## config.mk

```make
export PLATFORM = sky130hd
export DESIGN_NAME = screen_response_frame_parser_flat
export DESIGN_NICKNAME = d
export VERILOG_FILES = /design/src/rtl/srfp_pkg.sv /design/src/rtl/srfp_if.sv /design/src/rtl/srfp_fsm.sv /design/src/rtl/srfp_out_reg.sv /design/src/rtl/screen_response_frame_parser.sv /design/src/flat_wrapper.sv
export SDC_FILE = /design/constraint.sdc
export NUM_CORES = 1
export LEC_CHECK = 0
export ABC_AREA = 0
export BUFFER_PORTS_ARGS = -buffer_cell sky130_fd_sc_hd__buf_2
export CAP_MARGIN = 40
export CORE_MARGIN = 8
export CORE_UTILIZATION = 42
export DETAILED_ROUTE_END_ITERATION = 8
export PLACE_DENSITY_LB_ADDON = 0.3
export SLEW_MARGIN = 20
export SYNTH_ARGS = -nofsm -noshare
export SYNTH_HDL_FRONTEND = slang
export SYNTH_SLANG_ARGS = --single-unit
```

## constraint.sdc

```tcl
create_clock -name clk_i -period 9.2 [get_ports clk_i]
set_clock_uncertainty 0.15 [all_clocks]
set_input_delay 1.38 -clock clk_i [delete_from_list [all_inputs] [get_ports clk_i]]
set_output_delay 1.38 -clock clk_i [all_outputs]
set_load 0.05 [all_outputs]
```

## src/rtl/srfp_pkg.sv

```systemverilog
// ----------------------------------------------------------------------------
// srfp_pkg
// Shared types and constants for the screen response frame parser.
// ----------------------------------------------------------------------------
`default_nettype none

package srfp_pkg;

  // Frame bytes
  localparam logic [7:0] HeaderByte       = 8'hAA;
  localparam logic [7:0] TypeTouchPress   = 8'h73;
  localparam logic [7:0] TypeTouchRelease = 8'h72;
  localparam logic [7:0] TypeCalibDone    = 8'hE4;
  localparam logic [7:0] TypeHandshake    = 8'h00;
  localparam logic [7:0] TypeKeyPress     = 8'h79;
  localparam logic [7:0] TypeKeyRelease   = 8'h78;

  localparam logic [7:0] TrailerBytes [4] = '{8'hCC, 8'h33, 8'hC3, 8'h3C};

  // Dense event codes as reported on event_res
  localparam logic [2:0] EvTouchPress   = 3'd0;
  localparam logic [2:0] EvTouchRelease = 3'd1;
  localparam logic [2:0] EvHandshake    = 3'd2;
  localparam logic [2:0] EvCalibDone    = 3'd3;
  localparam logic [2:0] EvKeyPress     = 3'd4;
  localparam logic [2:0] EvKeyRelease   = 3'd5;

  // Result handed from the frame tracker to the output stage
  typedef struct packed {
    logic        valid;
    logic [2:0]  event_res;
    logic [15:0] first_word;
    logic [15:0] second_word;
  } result_t;

endpackage

`default_nettype wire

```

## src/rtl/srfp_if.sv

```systemverilog
// ----------------------------------------------------------------------------
// srfp_in_if / srfp_out_if
// Valid/ready channels carrying received bytes and decoded events.
// ----------------------------------------------------------------------------
`default_nettype none

interface srfp_in_if;
  logic       valid;
  logic       ready;
  logic [7:0] rx_byte;

  modport source (output valid, output rx_byte, input ready);
  modport sink   (input valid, input rx_byte, output ready);
endinterface

interface srfp_out_if;
  logic        valid;
  logic        ready;
  logic [2:0]  event_res;
  logic [15:0] first_word;
  logic [15:0] second_word;

  modport source (output valid, output event_res, output first_word,
                  output second_word, input ready);
  modport sink   (input valid, input event_res, input first_word,
                  input second_word, output ready);
endinterface

`default_nettype wire

```

## src/rtl/srfp_fsm.sv

```systemverilog
// ----------------------------------------------------------------------------
// srfp_fsm
// Frame tracker: phase, pending event and latched data bytes.
// ----------------------------------------------------------------------------
`default_nettype none

module srfp_fsm
  import srfp_pkg::*;
(
  input  wire logic       clk_i,
  input  wire logic       rst_ni,
  input  wire logic       accept_i,
  input  wire logic [7:0] rx_byte_i,
  output result_t         result_o
);

  localparam logic [3:0] PhIdle   = 4'd0;
  localparam logic [3:0] PhType   = 4'd1;
  localparam logic [3:0] PhData0  = 4'd2;
  localparam logic [3:0] PhData1  = 4'd3;
  localparam logic [3:0] PhData2  = 4'd4;
  localparam logic [3:0] PhData3  = 4'd5;
  localparam logic [3:0] PhTrail0 = 4'd6;
  localparam logic [3:0] PhTrail1 = 4'd7;
  localparam logic [3:0] PhTrail2 = 4'd8;
  localparam logic [3:0] PhTrail3 = 4'd9;

  logic [3:0] phase_q, phase_d;
  logic [2:0] pend_q, pend_d;
  logic [7:0] data_q [4];
  logic       data_we;
  logic [1:0] data_idx;
  logic [1:0] trail_idx;
  logic       emit;
  logic [2:0] emit_code;

  assign data_idx  = 2'(phase_q - PhData0);
  assign trail_idx = 2'(phase_q - PhTrail0);

  always_comb begin
    phase_d   = phase_q;
    pend_d    = pend_q;
    data_we   = 1'b0;
    emit      = 1'b0;
    emit_code = pend_q;
    unique case (phase_q)
      PhIdle: begin
        if (rx_byte_i == HeaderByte) phase_d = PhType;
      end
      PhType: begin
        phase_d = PhIdle;
        case (rx_byte_i)
          TypeTouchPress: begin
            pend_d  = EvTouchPress;
            phase_d = PhData0;
          end
          TypeTouchRelease: begin
            emit      = 1'b1;
            emit_code = EvTouchRelease;
          end
          TypeCalibDone: begin
            pend_d  = EvCalibDone;
            phase_d = PhData2;
          end
          TypeHandshake: begin
            emit      = 1'b1;
            emit_code = EvHandshake;
          end
          TypeKeyPress: begin
            pend_d  = EvKeyPress;
            phase_d = PhData2;
          end
          TypeKeyRelease: begin
            pend_d  = EvKeyRelease;
            phase_d = PhData2;
          end
          default: phase_d = PhIdle;
        endcase
      end
      PhData0, PhData1, PhData2, PhData3: begin
        data_we = 1'b1;
        phase_d = phase_q + 4'd1;
      end
      PhTrail0, PhTrail1, PhTrail2: begin
        phase_d = (rx_byte_i == TrailerBytes[trail_idx]) ? phase_q + 4'd1 : PhIdle;
      end
      PhTrail3: begin
        phase_d = PhIdle;
        emit    = (rx_byte_i == TrailerBytes[trail_idx]);
      end
      default: phase_d = PhIdle;
    endcase
  end

  always_ff @(posedge clk_i or negedge rst_ni) begin
    if (!rst_ni) begin
      phase_q <= PhIdle;
      pend_q  <= EvTouchPress;
      data_q  <= '{default: 8'h00};
    end else if (accept_i) begin
      phase_q <= phase_d;
      pend_q  <= pend_d;
      if (data_we) data_q[data_idx] <= rx_byte_i;
    end
  end

  // Emitting phases never write data, so the current bytes are reported.
  assign result_o.valid       = accept_i & emit;
  assign result_o.event_res   = emit_code;
  assign result_o.first_word  = {data_q[0], data_q[1]};
  assign result_o.second_word = {data_q[2], data_q[3]};

endmodule

`default_nettype wire

```

## src/rtl/srfp_out_reg.sv

```systemverilog
// ----------------------------------------------------------------------------
// srfp_out_reg
// Result register holding one event until the sink takes it.
// ----------------------------------------------------------------------------
`default_nettype none

module srfp_out_reg
  import srfp_pkg::*;
(
  input  wire logic   clk_i,
  input  wire logic   rst_ni,
  input  wire result_t result_i,
  output logic        free_o,
  srfp_out_if.source  out_o
);

  logic        valid_q;
  logic [2:0]  event_q;
  logic [15:0] first_q;
  logic [15:0] second_q;

  // Register can take a new result when empty or being drained this cycle.
  assign free_o = !valid_q || out_o.ready;

  always_ff @(posedge clk_i or negedge rst_ni) begin
    if (!rst_ni) begin
      valid_q <= 1'b0;
    end else if (free_o) begin
      valid_q <= result_i.valid;
    end
  end

  always_ff @(posedge clk_i) begin
    if (free_o && result_i.valid) begin
      event_q  <= result_i.event_res;
      first_q  <= result_i.first_word;
      second_q <= result_i.second_word;
    end
  end

  assign out_o.valid       = valid_q;
  assign out_o.event_res   = event_q;
  assign out_o.first_word  = first_q;
  assign out_o.second_word = second_q;

endmodule

`default_nettype wire

```

## src/rtl/screen_response_frame_parser.sv

```systemverilog
// ----------------------------------------------------------------------------
// screen_response_frame_parser
// Recognizes touch screen response frames in a received byte stream.
// ----------------------------------------------------------------------------
// One byte request is taken per clock cycle while input ready is high.
// Each byte steps the frame tracker: header 0xAA, a type byte, four data
// bytes for a touch press or two for calibration done / key press / key
// release, then the trailer CC 33 C3 3C. Touch release and handshake frames
// complete right after the type byte. A completed frame puts one event (code
// plus the two latched 16-bit data words) into the result register in the
// cycle after its last byte is taken; the result then waits there until the
// sink takes it. Data bytes are kept as they arrive even if the trailer later
// fails, and short frames only overwrite the second word. A wrong byte
// anywhere in the trailer, or an unknown type byte, drops back to hunting for
// a header with no event. Input ready is low only while a result sits unread
// and the sink is not taking it this cycle, so with a ready sink the block
// runs at one byte per cycle; the single result register sets that figure.
// ----------------------------------------------------------------------------
`default_nettype none

module screen_response_frame_parser
  import srfp_pkg::*;
(
  input  wire logic  clk_i,
  input  wire logic  rst_ni,
  srfp_in_if.sink    in_i,
  srfp_out_if.source out_o
);

  result_t result;
  logic    free;
  logic    accept;

  // A byte is only taken when any event it makes has a place to go.
  assign in_i.ready = free;
  assign accept     = in_i.valid && free;

  srfp_fsm u_fsm (
    .clk_i     (clk_i),
    .rst_ni    (rst_ni),
    .accept_i  (accept),
    .rx_byte_i (in_i.rx_byte),
    .result_o  (result)
  );

  srfp_out_reg u_out_reg (
    .clk_i    (clk_i),
    .rst_ni   (rst_ni),
    .result_i (result),
    .free_o   (free),
    .out_o    (out_o)
  );

endmodule

`default_nettype wire

```

## src/flat_wrapper.sv

```systemverilog
// flat-port wrapper written by rule: the top's interface ports become plain ports
module screen_response_frame_parser_flat import srfp_pkg::*;
  (clk_i, rst_ni, in_i_valid, in_i_rx_byte, in_i_ready, out_o_valid, out_o_event_res, out_o_first_word, out_o_second_word, out_o_ready);
  srfp_in_if in_i_i ();
  srfp_out_if out_o_i ();
  input  wire logic clk_i;
  input  wire logic rst_ni;
  input wire logic [$bits(in_i_i.valid)-1:0] in_i_valid;
  input wire logic [$bits(in_i_i.rx_byte)-1:0] in_i_rx_byte;
  output wire logic [$bits(in_i_i.ready)-1:0] in_i_ready;
  output wire logic [$bits(out_o_i.valid)-1:0] out_o_valid;
  output wire logic [$bits(out_o_i.event_res)-1:0] out_o_event_res;
  output wire logic [$bits(out_o_i.first_word)-1:0] out_o_first_word;
  output wire logic [$bits(out_o_i.second_word)-1:0] out_o_second_word;
  input wire logic [$bits(out_o_i.ready)-1:0] out_o_ready;
  assign in_i_i.valid = in_i_valid;
  assign in_i_i.rx_byte = in_i_rx_byte;
  assign in_i_ready = in_i_i.ready;
  assign out_o_valid = out_o_i.valid;
  assign out_o_event_res = out_o_i.event_res;
  assign out_o_first_word = out_o_i.first_word;
  assign out_o_second_word = out_o_i.second_word;
  assign out_o_i.ready = out_o_ready;
  screen_response_frame_parser u_core (.clk_i(clk_i), .rst_ni(rst_ni), .in_i(in_i_i), .out_o(out_o_i));
endmodule
```

# == Word-level counts from Yosys, hierarchy flattened ==
# Cells that the tools add are included.
# classes
n_bitwise,3
shifts,0
div_mod_pow,0
n_lt_le_gt_ge,3
n_eq_ne,17
mux,16
n_addsub,3
n_mul,0
n_reduce_logical,15
# ops
operator,n
$bwmux W32,1
$eq A8 B7 Y1 const B,4
$mux W8,3
$bmux W8 S2,1
$demux W8 S2,1
$eq A4 B3 Y1 const B,4
$eq A8 B8 Y1 const B,2
$pmux W4 S4,1
$pmux W3 S2,2
$pmux W3 S4,1
$eq A4 B2 Y1 const B,2
$eq A4 B4 Y1 const B,2
$eq A8 B8 Y1,1
$logic_not A8 Y1,1
$mux W4,2
$ge A3 B3 Y1 const B,2
$not A2 Y3,2
$reduce_or A3 Y1,2
$add A4 B1 Y4 const B,1
$eq A4 B1 Y1 const B,1
$logic_not A4 Y1,1
$reduce_and A2 Y1,2
$reduce_bool A4 Y1,1
$reduce_or A4 Y1,1
other kinds (12),16
# totals
latchBits,0
rom_bits,0
mem_bits_rw,0
memories,0
inputBits,12
elab_cells,67
output_inout_bits,37
register_bits,75

# == Depth between registers and ports, before layout ==
# Gate-level depths: netlist of the first run.
# logic_depth
word_depth,9
ltp_mapped,8
mapped_depth_nobuf,7

# == Hierarchy ==
# From an unflattened synthesis of the first run, not the netlist that was laid out.
# unflattened
cells_unflattened,209
area_unflattened_um2,3060.4
# by_module_without_submodules
mod,seq_area_each_um2,area_per_inst_um2,cells_each,instances
srfp_fsm,975.9,1949.4,169,1
srfp_out_reg,1076.0,1104.8,39,1
screen_response_frame_parser,0.0,6.3,1,1

# == Worst setup path after synthesis of the first run ==
# OpenSTA, ideal clock, no wires.
# synth_timing
kind,input -> register
startpoint,in in_i_rx_byte[5]
endpoint,"reg u_core.u_out_reg.event_q[0] (netlist: u_core.u_out_reg.out_o.event_res[0]), enable pin"
slack_ns,5.014
t_arrival_ns,3.621
stages,5
path_cell_list,buf_2 > or3b_1 > o22ai_2 > nand3_2 > a2111oi_4
# synth_between
elab_chain_len,6
# synth_lines
item,line_no,source
from (decl),flat_wrapper.sv:9,input wire logic [$bits(in_i_i.rx_byte)-1:0] in_i_rx_byte;
$eq A8 B7 Y1 or $logic_not A8 Y1 (tied branches),srfp_fsm.sv:52,case (rx_byte_i)
$reduce_or A2 Y1 (no source line),--,
$mux W1,srfp_fsm.sv:52,
$pmux W1 S2 *,srfp_fsm.sv:46,unique case (phase_q)
$and A1 B1 Y1 *,srfp_fsm.sv:108,assign result_o.valid = accept_i & emit;
$logic_and A1 B1 Y1 *,srfp_out_reg.sv:34,if (free_o && result_i.valid) begin
to (signal assigned),srfp_out_reg.sv:35,event_q <= result_i.event_res;
to (decl),srfp_out_reg.sv:18,logic [2:0] event_q;
# Every way passes the cells marked *; elsewhere a longest branch is shown, timed or not.
# A chain may end at the register's enable or synchronous reset.

# == Worst setup path in the final report of the first run ==
# layout_timing
startpoint,in out_o_ready
endpoint,out in_i_ready
# layout_between
elab_chain_len,1
# layout_lines
item,line_no,source
from (decl),flat_wrapper.sv:15,input wire logic [$bits(out_o_i.ready)-1:0] out_o_ready;
$logic_or A1 B1 Y1,srfp_out_reg.sv:23,assign free_o = !valid_q || out_o.ready;
to (decl),flat_wrapper.sv:10,output wire logic [$bits(in_i_i.ready)-1:0] in_i_ready;
# No other way between the ends.

==> summary.txt, run 1 <==
GRT
  • Initial antenna violation count: 0
  • Number of global-route vias before repair: 1928
  • Largest net degree at the start of global routing: 37
  • Gr usage total: 0.124
  • Gr ovfl total: 0
  • First-pass GRT wire length: 9.69 mm

Worst setup path
  • Crit end category: primary output
  • Data arrival time of the worst path: 1.85 ns
  • CP startpoint kind: primary input
  • Worst Path Required: 7.67 ns
  • Crit Path Category: primary input to primary output
  • CP max FO: 2

Pwr
  • Power per cell area: 269 mW/mm^2
  • Pint: 0.000702 W
  • Sw frac: 0.283
  • Seq pwr share: 0.517
  • Logic pwr share: 0.231
  • Clock power frac: 0.251
  • Switch Pwr: 0.000277 W
  • Leakage: 1.49 nW
  • Maximum vdd drop: 183 uV
  • Final Power: 0.000979 W

Timing
  • Slew Viols, Final: 0
  • Final period utilization: 0.367
  • Final Hold Viols: 0
  • Endpoints failing setup: 0
  • Unrepaired setup endpoints after global routing: false
  • Slew @ Worst Pin: 0.563 ns
  • Normalized max-slew margin: 0.621
  • Min Tclk post-route: 3.38 ns
  • Final WS setup: 5.82 ns
  • Fin Setup TNS: 0 ns
  • FMAX: 0.296 GHz

Synthesis
  • Asr flop ratio synth: 0.533
  • Post-synth top area cell: edfxtp_1
  • Mapped cell area: 0.00310 sq mm
  • Syn avg cell area: 14.7 sq um
  • Cell count after synthesis: 210
  • Syn_nets: 226
  • Top-count cell post-synth: dfrtp_1
  • Synth warn: 0
  • Post-synth top area share: 0.340
  • Cell variety after synth: 43
  • Synth cell count leaders: dfrtp_1 (40), edfxtp_1 (35), mux2_2 (32)
  • FF+latch count, synth: 75
  • Top_reg_cell synth: dfrtp_1
  • Post-synth EDFFs: 35
  • Area contributors post-synth: edfxtp_1 (34%), dfrtp_1 (32%), mux2_2 (12%)
  • Register area share after synthesis: 0.663

Hold path
  • Tightest Hold Check Type: register to register

Floorplan
  • Die footprint: 0.0104 sq mm
  • Die span in x: 102 microns
  • Top-Level Pins: 49
  • Initial Util: 0.429
  • Core area: 0.00721 sq mm
  • Row cnt: 31
  • Die span in y: 102 microns

Route
  • DRT Pass-1 Iters: 5
  • Via/cell ratio: 4.97
  • Routed vias: 1819
  • Number of DRC markers in iteration 0: 78
  • Residual DRC: 0
  • Routed wire length: 5.87 mm
  • Final ANT Viol Nets: 0
  • Routed WL per cell: 16.0 microns

Clock network
  • CTS clock-pin slew for the worst setup and hold paths: 0.08 ns
  • CTS tree: yes
  • Post-CTS Setup Bufs: 0
  • Clock Tree Root: clkbuf_8
  • Hold_buf cts: 0
  • Num CTS Buffers: 9
  • H-tree levels: 3
  • Clock Sinks: 75
  • Post-CTS Resized: 0
  • Largest buffer count on any clock path: 2
  • Clk_lat worst skew: 0.34 ns

Job
  • Max cap viols: 0

Cells and area
  • Area Overhead vs Synth: 17.4%
  • Final Util: 0.504
  • Final #Nets: 278
  • Ant diodes: 0
  • Share of cells above drive strength 1: 0.408

Placed design
  • Placer's final routability congestion estimate: 0.878
  • PortBufs: 48
  • Post-DP HPWL: 4.13 mm
  • DP Worst Slack: 5.53 ns

Outcome
  • Status: completed
-- per-layer routing --
| layer | vias to the layer above | share of wire | GRT usage |
|---|---|---|---|
| li1 | 873 | - | - |
| met1 | 895 | 0.47 | 0.153 |
| met2 | 44 | 0.46 | 0.200 |
| met3 | 7 | 0.055 | 0.0361 |
| met4 | 0 | 0.013 | 0.0474 |
| met5 | - | 0 | 0 |
-- final cells by class --
cell class	instances	area [sq um]
fill	635	3580
sequential	75	2050
timing repair buffer	50	275
multi-input combinational	116	953
tap	99	124
clock inverter	6	65.1
clock buffer	10	128
inverter	10	37.5
-- power groups by stage --
stage	combinational, W	sequential, W	clock, W
2_1_floorplan	0.000197	0.000489	0
3_3_place_gp	0.000223	0.000511	0
3_5_place_dp	0.000228	0.000514	0
4_1_cts	0.000229	0.000506	0.000254
5_1_grt	0.000253	0.000517	0.000270
6_report	0.000227	0.000507	0.000246
-- cells in the final DEF, fill, tap and decap left out, types with 4 or more instances in the layout --
master    Yosys  final
nand3_1       5      5
buf_2         3     48
inv_1        10     10
nand2b_1      4      4
edfxtp_1     35     35
clkbuf_8      0      9
o21ai_0       4      4
nand2_2       4      4
mux2i_1       4      4
nand2_1      12     12
dfrtp_1      40     40
nor2_1        6      6
mux2_2       32     32
ha_1          4      4
-- kinds of logic after synthesis --
kind of cell | count (synthesis) | synth area share
compound gates | 22 | 0.0610
fa+ha+maj | 4 | 0.0162
buf+inv | 19 | 0.0291
flops | 75 | 0.663
mux | 36 | 0.129
simple gates | 54 | 0.101
-- through the flow --
step	cell area, sq um	hold WS, ns	std cells
after floorplan	3100	0.269	210
after global placement	3410	0.275	349
after detailed placement	3440	0.277	350
after CTS	3630	0.295	366
after global routing	3630	0.298	366
final	3630	0.295	366
-- worst paths after layout --
kind	start	slack, ns	cells after the start	end
max	out_o_ready	5.82	3	in_i_ready
min	u_core.u_fsm.result_o[0]$_DFFE_PN0P_	0.30	0	u_core.u_out_reg.out_o.second_word[0]$_DFFE_PP_
max reg2reg	u_core.u_fsm.phase_q[1]$_DFFE_PN0P_	6.36	7	u_core.u_out_reg.out_o.first_word[4]$_DFFE_PP_
min reg2reg	u_core.u_fsm.result_o[0]$_DFFE_PN0P_	0.30	0	u_core.u_out_reg.out_o.second_word[0]$_DFFE_PP_
max in group asynchronous	rst_ni	7.59	2	u_core.u_fsm.result_o[12]$_DFFE_PN0P_
min in group asynchronous	rst_ni	0.84	1	u_core.u_fsm.phase_q[2]$_DFFE_PN0P_
-- sequential cells by signal (all words and copies together), names as in the netlist --
| signal | count |
|---|---|
| u_core.u_out_reg.out_o.second_word | 16 |
| u_core.u_out_reg.out_o.event_res | 3 |
| u_core.u_out_reg.out_o.first_word | 16 |
| u_core.u_out_reg.out_o.valid | 1 |
| u_core.u_fsm.result_o | 32 |
| u_core.u_fsm.phase_q | 4 |
| u_core.u_fsm.pend_q | 3 |
-- worst max-delay path: stages --
cell      delay, ns
buf_2          0.10
nand2b_1       0.15
buf_2          0.22
Note: power is estimated with default switching activity, not from simulation.
==> run 2, diff against run 1 <==
==> constraint.sdc (replaced) <==
create_clock -name clk_i -period 2.85 [get_ports clk_i]
set_clock_uncertainty 0.15 [all_clocks]
set_input_delay 0.4275 -clock clk_i [delete_from_list [all_inputs] [get_ports clk_i]]
set_output_delay 0.4275 -clock clk_i [all_outputs]
set_load 0.05 [all_outputs]
==> summary.txt, run 2 (synthesis gave the netlist of run 1 again) <==
Worst setup path
  • Crit Path Category: register to register
  • Data arrival time of the worst path: 2.52 ns
  • R2R Setup Slk: 0.21 ns
  • CP max FO: 15
  • Worst R2R Start: u_core.u_fsm.phase_q[0]$_DFFE_PN0P_
  • Crit Reg-Reg Endpoint: u_core.u_out_reg.out_o.first_word[1]$_DFFE_PP_
  • Crit end category: register
  • Worst Path Required: 2.73 ns
  • Worst path cell trace: ha_2 > or3b_4 > nor3_4 > o21ai_2 > a2111oi_4 > buf_4
  • Crit path max-delay cell type: dfrtp_1
  • CP top delay family: simple AND/OR/NAND/NOR gates
  • CP Depth: 6
  • CP bufs+invs: 1
  • Worst path max stage delay: 0.48 ns
  • Worst Reg2Reg Path Length in Cells: 6
  • CP startpoint kind: register

Timing
  • Final Hold Viols: 0
  • FMAX: 0.378 GHz
  • Worst hold slack: 0.211 ns
  • Fin Setup TNS: 0 ns
  • Endpoints failing setup: 0
  • Final WS setup: 0.208 ns
  • Final period utilization: 0.927
  • Normalized max-slew margin: 0.648
  • Unrepaired setup endpoints after global routing: false
  • Min Tclk post-route: 2.64 ns
  • Slew Viols, Final: 0
  • Slew @ Worst Pin: 0.524 ns

Floorplan
  • Die span in y: 102 microns
  • Core area: 0.00721 sq mm
  • Top-Level Pins: 49
  • Initial Util: 0.429
  • Die span in x: 102 microns
  • Row cnt: 31
  • Die footprint: 0.0104 sq mm

Pwr
  • Sw frac: 0.275
  • Seq pwr share: 0.515
  • Maximum vdd drop: 429 uV
  • Clock power frac: 0.249
  • Logic pwr share: 0.236
  • Switch Pwr: 0.000870 W
  • Power per cell area: 860 mW/mm^2
  • Pint: 0.00229 W
  • Leakage: 1.52 nW

Placed design
  • Placer's final routability congestion estimate: 0.864
  • PortBufs: 48
  • Post-DP HPWL: 4.26 mm
  • DP Worst Slack: 0.174 ns

Clock network
  • Clk_lat worst skew: 0.33 ns
  • Num CTS Buffers: 9
  • Post-CTS Setup Bufs: 0
  • CTS tree: yes
  • Largest buffer count on any clock path: 2
  • Clock Sinks: 75
  • Clock Tree Root: clkbuf_8
  • CTS clock-pin slew for the worst setup and hold paths: 0.07 ns
  • H-tree levels: 3

Cells and area
  • Ant diodes: 0
  • Most frequent cells in the layout: buf_2 (48), dfrtp_1 (40), edfxtp_1 (35)
  • Area Overhead vs Synth: 18.8%
  • Share of cells above drive strength 1: 0.419
  • Max reg flops: 32
  • Commonest non-fill, non-tap cell in the layout: buf_2
  • Final #Nets: 283

GRT
  • First-pass GRT wire length: 9.52 mm
  • Largest net degree at the start of global routing: 27
  • Gr usage total: 0.122
  • Number of global-route vias before repair: 1841
  • Initial antenna violation count: 0
  • Gr ovfl total: 0

Route
  • DRT Pass-1 Iters: 4
  • Routed vias: 1824
  • Final ANT Viol Nets: 0
  • Routed WL per cell: 16.0 microns
  • Residual DRC: 0
  • Via/cell ratio: 4.92
  • Number of DRC markers in iteration 0: 106
  • Routed wire length: 5.94 mm

Hold path
  • Hold Crit Depth: 3
  • Hold Crit Start: out_o_ready
  • Tightest Hold Check Type: primary input to register
  • Sink of the worst hold path: u_core.u_out_reg.out_o.valid$_DFFE_PN0N_

Job
  • Max cap viols: 0

Outcome
  • Status: completed
==> run 2: final cells by class <==
type / instances / area [sq um]
Clock buffer: 11 / 141
Clock inverter: 5 / 53.8
Fill cell: 653 / 3540
Inverter: 10 / 37.5
Multi-Input combinational cell: 116 / 956
Sequential cell: 75 / 2050
Tap cell: 99 / 124
Timing Repair Buffer: 55 / 312
==> run 2: metrics by stage <==
step / total power, W / util / cells / area, sq um
after floorplan: 0.00222 / - / 210 / 3100
after global placement: 0.00236 / 0.478 / 353 / 3450
after detailed placement: 0.00240 / 0.481 / 354 / 3470
after CTS: 0.00319 / 0.509 / 371 / 3670
after global routing: 0.00335 / 0.510 / 371 / 3680
final: 0.00316 / 0.510 / 371 / 3680
==> run 2: per-layer routing <==
metal,track usage,up-vias,routed length [microns]
met5,0,-,0
met4,0.0406,0,72
met3,0.0409,8,350
met2,0.188,57,2700
met1,0.158,876,2820
li1,-,883,-
==> run 2: how the worst max path moves through the flow <==
| stage | start | endpoint | slack [ns] |
|---|---|---|---|
| detailed placement | u_core.u_fsm.phase_q[1]$_DFFE_PN0P_ | u_core.u_out_reg.out_o.first_word[13]$_DFFE_PP_ | 0.17 |
| floorplan | u_core.u_fsm.phase_q[1]$_DFFE_PN0P_ | u_core.u_out_reg.out_o.event_res[0]$_DFFE_PP_ | -0.50 |
| finish | u_core.u_fsm.phase_q[0]$_DFFE_PN0P_ | u_core.u_out_reg.out_o.first_word[1]$_DFFE_PP_ | 0.21 |
| CTS | u_core.u_fsm.phase_q[1]$_DFFE_PN0P_ | u_core.u_out_reg.out_o.first_word[5]$_DFFE_PP_ | 0.16 |
| global placement | u_core.u_fsm.phase_q[1]$_DFFE_PN0P_ | u_core.u_out_reg.out_o.first_word[13]$_DFFE_PP_ | 0.23 |
| global route | u_core.u_fsm.phase_q[1]$_DFFE_PN0P_ | u_core.u_out_reg.out_o.first_word[6]$_DFFE_PP_ | 0.04 |
==> run 2: repair_timing <==
item,in CTS,in global routing
gates resized for setup,0,1
hold endpoints to repair,14,0
hold buffers,1,0
setup endpoints to repair,0,20
==> run 2: worst register-to-register path, delay by kind of cell (launching register included) <==
| kind | cells | cell delay, ns |
|---|---|---|
| fa+ha+maj | 1 | 0.28 |
| simple gates | 2 | 0.61 |
| flops | 1 | 0.48 |
| buf+inv | 1 | 0.29 |
| compound gates | 2 | 0.53 |
==> run 2: power groups by stage <==
stage / Clock, W / Sequential (W) / Combinational, W
after floorplan: 0 / 0.00158 / 0.000638
after global placement: 0 / 0.00163 / 0.000728
after detailed placement: 0 / 0.00165 / 0.000752
after CTS: 0.000811 / 0.00162 / 0.000754
after global routing: 0.000859 / 0.00166 / 0.000833
final: 0.000788 / 0.00163 / 0.000747
